==> src/hw/rtl/tffc_pkg.sv <==
`timescale 1ns / 1ps
// Types, constants and helper functions for the tagged float converter.
// Used by tffc_step and tagged_float_format_converter; no dependencies.
package tffc_pkg;

    localparam int NumSteps = 7;

    localparam logic [22:0]        Carry22    = 23'h400000;
    localparam logic [22:0]        Bit21      = 23'h200000;
    localparam logic [21:0]        MantSat    = 22'h3fffff;
    localparam logic signed [12:0] MinExp     = -13'sd31;
    localparam logic signed [12:0] MaxExp     = 13'sd31;
    localparam logic [4:0]         MaxShift   = 5'd22;
    localparam logic [2:0]         TagReset   = 3'd2;
    localparam logic               OpToWord   = 1'b0;
    localparam logic               OpFromWord = 1'b1;

    // one request on the input channel
    typedef struct packed {
        logic        opcode;
        logic [63:0] operand;
    } t_req;

    // one response on the output channel
    typedef struct packed {
        logic [63:0] result;
        logic        overflow;
    } t_rsp;

    // work carried down the pipeline
    typedef struct packed {
        logic               fin;    // result already final
        logic               raw;    // res is the response as it stands
        logic [63:0]        res;
        logic               ovf;
        logic               msign;
        logic               done;   // scaling finished, r and x settled
        logic [52:0]        m;
        logic signed [12:0] e;
        logic [4:0]         k;
        logic [22:0]        r;
        logic signed [12:0] x;
    } t_lane;

    // free bits above the rounded value
    function automatic logic [2:0] gaps_for(input logic [22:0] r);
        logic [4:0] top;
        top = r[20:16];
        priority if (top == 5'd0) return 3'd6;
        else if (top == 5'd1)     return 3'd5;
        else if (top < 5'd4)      return 3'd4;
        else if (top < 5'd8)      return 3'd3;
        else if (top < 5'd16)     return 3'd2;
        else                      return 3'd1;
    endfunction

    // assemble a tagged word, zero-extended to 64 bits
    function automatic logic [63:0] pack_word(input logic [21:0] mant,
                                              input logic signed [12:0] ex,
                                              input logic msign,
                                              input logic [2:0] tag);
        logic [31:0]        w;
        logic signed [12:0] nx;
        nx = -ex;
        w  = {msign, 1'b0, mant, 5'd0, tag};
        if (ex < 0) begin
            w[30]  = 1'b1;
            w[7:3] = nx[4:0];
        end else begin
            w[7:3] = ex[4:0];
        end
        return {32'd0, w};
    endfunction

endpackage

==> src/hw/rtl/tagged_float_format_converter.sv <==
`timescale 1ns / 1ps
// Top level of the tagged float converter: decode, scaling pipeline, packing.
// Depends on tffc_pkg and tffc_step.
//
// Takes one request per cycle and returns one response per request, in order,
// after it passes one decode stage, seven rounding and shifting steps (one per
// stage) and one output stage that packs the word.
// Throughput is one request per cycle; the whole pipeline holds while the
// output is stalled. The tag register is sampled at the output stage and must
// be written only while the pipeline is empty.
module tagged_float_format_converter import tffc_pkg::*; (
    input  logic       i_clk,
    input  logic       i_rst_n,
    input  logic       i_in_valid,
    input  t_req       i_in,
    output logic       o_in_stall,
    output logic       o_out_valid,
    output t_rsp       o_out,
    input  logic       i_out_stall,
    input  logic       i_cfg_we,
    input  logic [2:0] i_cfg_data
);

    logic        r_tag;
    logic [2:0]  r_float_tag;
    logic        adv;
    logic        r_vld0;
    t_lane       r_lane0;
    t_lane       n_lane0;
    logic        vld [NumSteps+1];
    t_lane       lane [NumSteps+1];
    logic        r_out_vld;
    t_rsp        r_out;
    t_rsp        n_out;

    // decode fields
    logic        neg;
    logic [10:0] bexp;
    logic [51:0] frac;
    logic [31:0] w;
    logic [21:0] fmant;
    logic [4:0]  p;
    logic signed [12:0] fex;
    logic [10:0] fexp;
    logic [51:0] ffrac;
    logic signed [12:0] ee;

    assign adv        = !(r_out_vld && i_out_stall);
    assign o_in_stall = !adv;

    // hold the tag register
    always_ff @(posedge i_clk) begin
        if (!i_rst_n) begin
            r_float_tag <= TagReset;
        end else if (i_cfg_we) begin
            r_float_tag <= i_cfg_data;
        end
    end

    // decode the request and settle the special cases
    always_comb begin
        neg   = i_in.operand[63];
        bexp  = i_in.operand[62:52];
        frac  = i_in.operand[51:0];
        ee    = 13'(bexp) - 13'sd1022;
        w     = i_in.operand[31:0];
        fmant = w[29:8];
        fex   = w[30] ? -13'($unsigned(w[7:3])) : 13'($unsigned(w[7:3]));
        p     = 5'd0;
        for (int i = 0; i < 22; i++) begin
            if (fmant[i]) p = 5'(i);
        end
        ffrac = 52'({30'd0, fmant} << (6'd52 - {1'b0, p}));
        fexp  = 11'(13'(p) + fex + 13'sd1023);

        n_lane0       = '0;
        n_lane0.msign = neg;
        n_lane0.m     = {1'b1, frac};
        n_lane0.e     = ee;
        if (i_in.opcode == OpFromWord) begin
            n_lane0.fin = 1'b1;
            n_lane0.raw = 1'b1;
            n_lane0.res = (fmant == 22'd0) ? {w[31], 63'd0} : {w[31], fexp, ffrac};
        end else if (bexp == 11'h7ff) begin
            n_lane0.fin   = 1'b1;
            n_lane0.ovf   = 1'b1;
            n_lane0.msign = neg && (frac == 52'd0);
        end else if (bexp == 11'd0) begin
            n_lane0.fin   = 1'b1;
            n_lane0.msign = neg && (frac != 52'd0);
        end else if (ee <= -13'sd32) begin
            n_lane0.fin = 1'b1;
        end
    end

    always_ff @(posedge i_clk) begin
        if (!i_rst_n) begin
            r_vld0 <= 1'b0;
        end else if (adv) begin
            r_vld0 <= i_in_valid;
        end
    end

    always_ff @(posedge i_clk) begin
        if (adv) begin
            r_lane0 <= n_lane0;
            r_tag   <= i_in.opcode;
        end
    end

    assign vld[0]  = r_vld0;
    assign lane[0] = r_lane0;

    // scaling steps
    for (genvar s = 0; s < NumSteps; s++) begin : g_step
        tffc_step u_step (
            .i_clk  (i_clk),
            .i_rst_n(i_rst_n),
            .i_en   (adv),
            .i_vld  (vld[s]),
            .i_lane (lane[s]),
            .o_vld  (vld[s+1]),
            .o_lane (lane[s+1])
        );
    end

    // pack the final word
    always_comb begin
        t_lane l;
        l = lane[NumSteps];
        n_out.overflow = l.ovf;
        n_out.result   = l.res;
        if (!l.fin) begin
            if (l.x > MaxExp) begin
                n_out.overflow = 1'b1;
                n_out.result   = pack_word(MantSat, MaxExp, l.msign, r_float_tag);
            end else begin
                n_out.result   = pack_word(l.r[21:0], l.x, l.msign, r_float_tag);
            end
        end else if (l.raw) begin
            n_out.result = l.res;
        end else if (l.ovf) begin
            n_out.result = pack_word(MantSat, MaxExp, l.msign, r_float_tag);
        end else begin
            n_out.result = pack_word(22'd0, 13'sd0, l.msign, r_float_tag);
        end
    end

    always_ff @(posedge i_clk) begin
        if (!i_rst_n) begin
            r_out_vld <= 1'b0;
        end else if (adv) begin
            r_out_vld <= vld[NumSteps];
        end
    end

    always_ff @(posedge i_clk) begin
        if (adv) begin
            r_out <= n_out;
        end
    end

    assign o_out_valid = r_out_vld;
    assign o_out       = r_out;

    // stall back-pressure only comes from a waiting response
    a_stall_src: assert property (@(posedge i_clk) disable iff (!i_rst_n)
        o_in_stall |-> (r_out_vld && i_out_stall))
        else $error("input stalled without a waiting response");

    // a held pipeline keeps its occupancy
    a_hold: assert property (@(posedge i_clk) disable iff (!i_rst_n)
        o_in_stall |=> ($stable(r_vld0) && $stable(vld[NumSteps])))
        else $error("pipeline moved while stalled");

    // a from-word request leaves decode already final
    a_fin: assert property (@(posedge i_clk) disable iff (!i_rst_n)
        (r_vld0 && r_tag == OpFromWord) |-> r_lane0.fin)
        else $error("from-word request not final after decode");

endmodule

==> src/hw/rtl/tffc_step.sv <==
`timescale 1ns / 1ps
// One registered scaling step of the to-word conversion: round, test, widen shift.
// Depends on tffc_pkg.
module tffc_step import tffc_pkg::*; (
    input  logic  i_clk,
    input  logic  i_rst_n,
    input  logic  i_en,
    input  logic  i_vld,
    input  t_lane i_lane,
    output logic  o_vld,
    output t_lane o_lane
);

    logic               r_vld;
    t_lane              r_lane;
    t_lane              n_lane;
    logic [52:0]        sh;
    logic [22:0]        rr;
    logic signed [12:0] xx;
    logic signed [12:0] room;
    logic [5:0]         g;
    logic [5:0]         nk;

    // round at the current shift and decide whether to carry on
    always_comb begin
        n_lane = i_lane;
        sh     = i_lane.m >> (6'd52 - {1'b0, i_lane.k});
        rr     = 23'((sh + 53'd1) >> 1);
        xx     = i_lane.e - 13'(i_lane.k);
        room   = xx - MinExp;
        g      = {3'd0, gaps_for(rr)};
        if (room < 13'(g)) g = room[5:0];
        nk     = {1'b0, i_lane.k} + g;
        if (!i_lane.fin && !i_lane.done) begin
            n_lane.r = rr;
            n_lane.x = xx;
            priority if (rr == Carry22) begin
                n_lane.r    = Bit21;
                n_lane.x    = xx + 13'sd1;
                n_lane.done = 1'b1;
            end else if (rr[21] || xx <= MinExp) begin
                n_lane.done = 1'b1;
            end else begin
                n_lane.k = (nk > {1'b0, MaxShift}) ? MaxShift : nk[4:0];
            end
        end
    end

    // advance when the pipeline moves
    always_ff @(posedge i_clk) begin
        if (!i_rst_n) begin
            r_vld <= 1'b0;
        end else if (i_en) begin
            r_vld <= i_vld;
        end
    end

    always_ff @(posedge i_clk) begin
        if (i_en) begin
            r_lane <= n_lane;
        end
    end

    assign o_vld  = r_vld;
    assign o_lane = r_lane;

endmodule

==> config.mk <==
export PLATFORM = sky130hd
export DESIGN_NAME = tagged_float_format_converter
export DESIGN_NICKNAME = d
export VERILOG_FILES = /design/src/hw/rtl/tffc_pkg.sv /design/src/hw/rtl/tagged_float_format_converter.sv /design/src/hw/rtl/tffc_step.sv
export SDC_FILE = /design/constraint.sdc
export NUM_CORES = 2
export LEC_CHECK = 0
export BUFFER_PORTS_ARGS = -buffer_cell sky130_fd_sc_hd__buf_4
export CORE_MARGIN = 1
export CORE_UTILIZATION = 60
export CTS_CLUSTER_SIZE = 20
export DETAILED_ROUTE_END_ITERATION = 10
export PLACE_DENSITY = 0.77
export SYNTH_ARGS = -nofsm -noshare
export SYNTH_HDL_FRONTEND = slang
export SYNTH_SLANG_ARGS = --single-unit
==> constraint.sdc <==
create_clock -name i_clk -period 89.1 [get_ports i_clk]
set_input_delay 13.365 -clock i_clk [delete_from_list [all_inputs] [get_ports i_clk]]
set_output_delay 13.365 -clock i_clk [all_outputs]
set_load 0.005 [all_outputs]
Word-level counts from Yosys, hierarchy flattened --
Index checks and enable logic that the tools add are counted.
Storage, ports and cells: register bits after elaboration 1332, input bits 73, logic and storage cells 346
Operators by class: add/sub/neg operators 41, $lt $le $gt $ge 36, equality and inequality tests 12, shift operators 7, multiplexer cells 112, bitwise gates (word level) 2, reductions and logical operators 40
Operator list (number):
- $shr 53x6->24 | 6
- $mux 41 | 5
- $mux 5 | 37
- $mux 36 | 5
- $add 24x1->24 const B | 6
- $eq 23x23->1 const B | 6
- $mux 64 | 2
- $add 13x2->13 const B | 6
- $sub 13x5->13 | 6
- $mux 35 | 2
- $le 13x6->1 const B | 5
- $lt 13x3->1 | 5
- $mux 65 | 1
- $sub 13x6->13 const B | 5
- $mux 63 | 1
- $mux 3 | 20
- $logic_not 52->1 | 1
- $reduce_bool 52->1 | 1
- $shl 22x6->52 | 1
- $sub 6x5->6 const A | 7
- $gt 6x5->1 const B | 6
- $mux 6 | 6
- $mux 31 | 1
- $add 5x6->6 | 5
- 28 further kinds | 104

Depth between registers and ports, before layout --
word-level depth 25, mapped depth 41, gate-level depth less buffers 34

Cells and area by module --
A second synthesis with hierarchy kept.
Second synthesis, totals: cells, all modules 7802, area, all modules 89569.7 µm²
Modules (own cells, without submodules):
- tffc_step at g_step[0].u_step ... | instances 4, cells each 1005, area an instance 11319.6 µm², sequential area each 5305.1 µm²
- tffc_step at g_step[1].u_step | instances 1, cells each 1032, area an instance 11619.9 µm², sequential area each 5305.1 µm²
- tffc_step at g_step[4].u_step | instances 1, cells each 986, area an instance 11578.6 µm², sequential area each 5305.1 µm²
- tffc_step at g_step[6].u_step | instances 1, cells each 961, area an instance 11150.7 µm², sequential area each 5305.1 µm²
- tagged_float_format_converter | instances 1, cells each 803, area an instance 9942.0 µm², sequential area each 6015.8 µm²

Least setup slack after synthesis --
No wires, ideal clock.
path type input port to output port, start point in i_out_stall, end point out o_in_stall, arrival 49.852 ns, required time 75.735 ns, path slack 25.883 ns, stages on the path 2, path buffers 0, path through nand2_1 -> clkinv_1
Between the ends: word-level cells in the longest chain between the ends 1
RTL lines:
- from (decl) | line tagged_float_format_converter.sv:19 | input logic i_out_stall,
- $logic_and 1x1->1 | line tagged_float_format_converter.sv:48 | assign adv = !(r_out_vld && i_out_stall);
- to (decl) | line tagged_float_format_converter.sv:16 | output logic o_in_stall,
Every way passes these cells.

Worst setup path after layout --
Same ends and word-level chain as after synthesis.

==> metrics.csv <==
metric;value;unit
status;finished, final reports clean;
initial_utilization;60.68;%
synthFlopType;edfxtp_1;
clockBufferDepth;3;
layout-drive-gt1-share;15.88;%
rows;130;
grt_pass1_wl;328700;um
fin_skew;46.59;ps
setup_violations;0;
area_delta_synth_final;9.313;%
cts.clk_slew.worst_paths;70;ps
dr.pass1.iters;6;
crit_required;75740;ps
hold_buffers;0;
fp.coreArea;126100;um^2
worst_slew_pin_slew;1297;ps
worstPathArrival;14560;ps
synth_area_per_cell;12.14;um^2
fillers;8982;
maxSlewHeadroom;13.47;%
cellLeakagePower;31.44;nW
hp-class;flop to flop;
async_reset_ff_share;0;%
fmax;0.03581;GHz
dp_slack;61160;ps
ir_drop;0.01983;mV
antenna_found_initial;4;
routabilityCongestion;1.059;
cts_tree;yes;
mostFrequentLayoutCells;edfxtp_1, nand2_1, nor2_1;
root_buffer;clkbuf_16;
grtUsageTotal;33.69;%
h-tree-depth;4;
die_w;359.1;um
setup-tns-final;0;ps
path_max_fanout;47;
whs;394.0;ps
synth_edf_count;1315;
num_vias;54990;
ant_nets;0;
ys_ff_latch;1327;
slew_violations;0;
postCtsSetupRepairBufs;0;
synth_seq_area_share;51.93;%
ff2ff_setup_slack;79160;ps
top_level_ports;140;
grt_max_degree;200;
finalCriticalPeriod;27930;ps
mostFrequentLayoutCell;edfxtp_1;
powerDensity;26.77;nW/um^2
drt_wl_total;220100;um
cap_violations;0;
start_kind;input port;
crit_path_end_kind;output port;
first_global_vias;52050;
dr.first_iter.drc_count;7672;
drc;0;
critical_path_class;input port to output port;
post_drt_via_cell_ratio;6.767;
fin_crit_sh;31.34;%
cts_buffers;135;
yosysWarnings;0;
dieArea;128900;um^2
cts.sink_count;1327;
finalNetCount;6575;
dieHeight;359.1;um
port_buffers;139;
synthDistinctLibCells;125;
cts_resized;0;
dpl.hpwl;160000;um
grt-ovfl-total;0;
synthesis.area;76500;um^2
rsz0062_at_grt;false;
finalHoldViolCount;0;
wl_per_cell;27.08;um
clkLatencyLatePin;770;ps
setup_ws;61170;ps
netlist_instances;6300;
[path summary, 6_finish.rpt]
kind              cells after the start                                     end                                   start
setup / recovery                      4                              o_in_stall                             i_out_stall
setup reg to reg                     26   g_step[3].u_step.o_lane[37]$_DFFE_PN_   g_step[2].u_step.o_lane[37]$_DFFE_PN_
hold / removal                        0  g_step[6].u_step.o_lane[161]$_DFFE_PN_  g_step[5].u_step.o_lane[161]$_DFFE_PN_
hold reg to reg                       0  g_step[6].u_step.o_lane[161]$_DFFE_PN_  g_step[5].u_step.o_lane[161]$_DFFE_PN_
[cells by family (layout without fill, tap and decap cells)]
logic type      after synthesis  count (layout)  share of synthesized area, %
other cells                   1              22                      0.004902
simple gates               2001            2001                         12.86
xor+xnor                    290             290                         3.477
buf+inv                     514             669                         3.093
mux                         779             779                         15.08
compound gates             1250            1250                         11.17
flops                      1327            1327                         51.93
fa+ha+maj                   138             138                         2.375
[cells in the mapped netlist (68+ instances only)]
master    instances  area share (%)
a21oi_1         216             1.4
and3_1           82            0.67
buf_2           107            0.70
clkbuf_1        157            0.77
edfxtp_1       1315              52
ha_1            126             2.1
inv_1           162            0.79
mux2_2          167             2.5
mux2i_1         327             4.3
mux4_2          270             7.9
nand2_1         680             3.3
nand3_1         172             1.1
nand4_1          68            0.56
nor2_1          379             1.9
nor2b_1          69            0.56
nor3_1          159             1.0
o21ai_0         294             1.9
xnor2_1         176             2.0
xor2_1          104             1.2
[state kept, by name, indices dropped and copies added (netlist names)]
register              flops
g_step.u_step.o_lane   1118
r_float_tag               3
o_out                    65
g_step.u_step.o_vld       7
o_out_valid               1
r_vld0                    1
lane                    132
[where the power goes]
| part | internal [mW] | switching [mW] |
|---|---|---|
| Clock | 0.320 | 0.250 |
| Combinational | 0.331 | 0.532 |
| Sequential | 0.759 | 0.0454 |
| Total | 1.41 | 0.827 |
[layout make-up]
cell class | count | area (um^2) | area share (%)
Sequential cell | 1327 | 39730 | 47.51
Timing Repair Buffer | 247 | 1867 | 2.232
Antenna cell | 1 | 2.502 | 0.002992
Clock buffer | 157 | 3492 | 4.176
Clock inverter | 91 | 1055 | 1.261
Inverter | 174 | 653.1 | 0.7810
Tap cell | 1650 | 2064 | 2.469
Multi-Input combinational cell | 4479 | 34760 | 41.57
[critical path, stage by stage]
cell and delay (ps):
buf_4 120, nand2_4 420, clkinv_1 410, buf_4 240
[through the flow]
stage	instances	util [%]	power [mW]	area, um^2
global route	8125	66.33	2.329	83620
CTS	8125	66.33	2.224	83620
floorplan	6320	-	1.399	76570
detailed placement	7877	62.73	1.650	79070
global placement	7877	62.73	1.643	79070
finish	8126	66.34	2.238	83620
[metal layers]
metal	vias to the layer above	share of wire, %	wire, um	global-route usage [%]
li1	24580	-	-	-
met1	26800	38	83670	43.23
met2	2989	48	104600	54.88
met3	619	7.5	16540	4.494
met4	0	6.9	15260	20.41
met5	-	0	0	0
(Power assumes the default switching activity.)
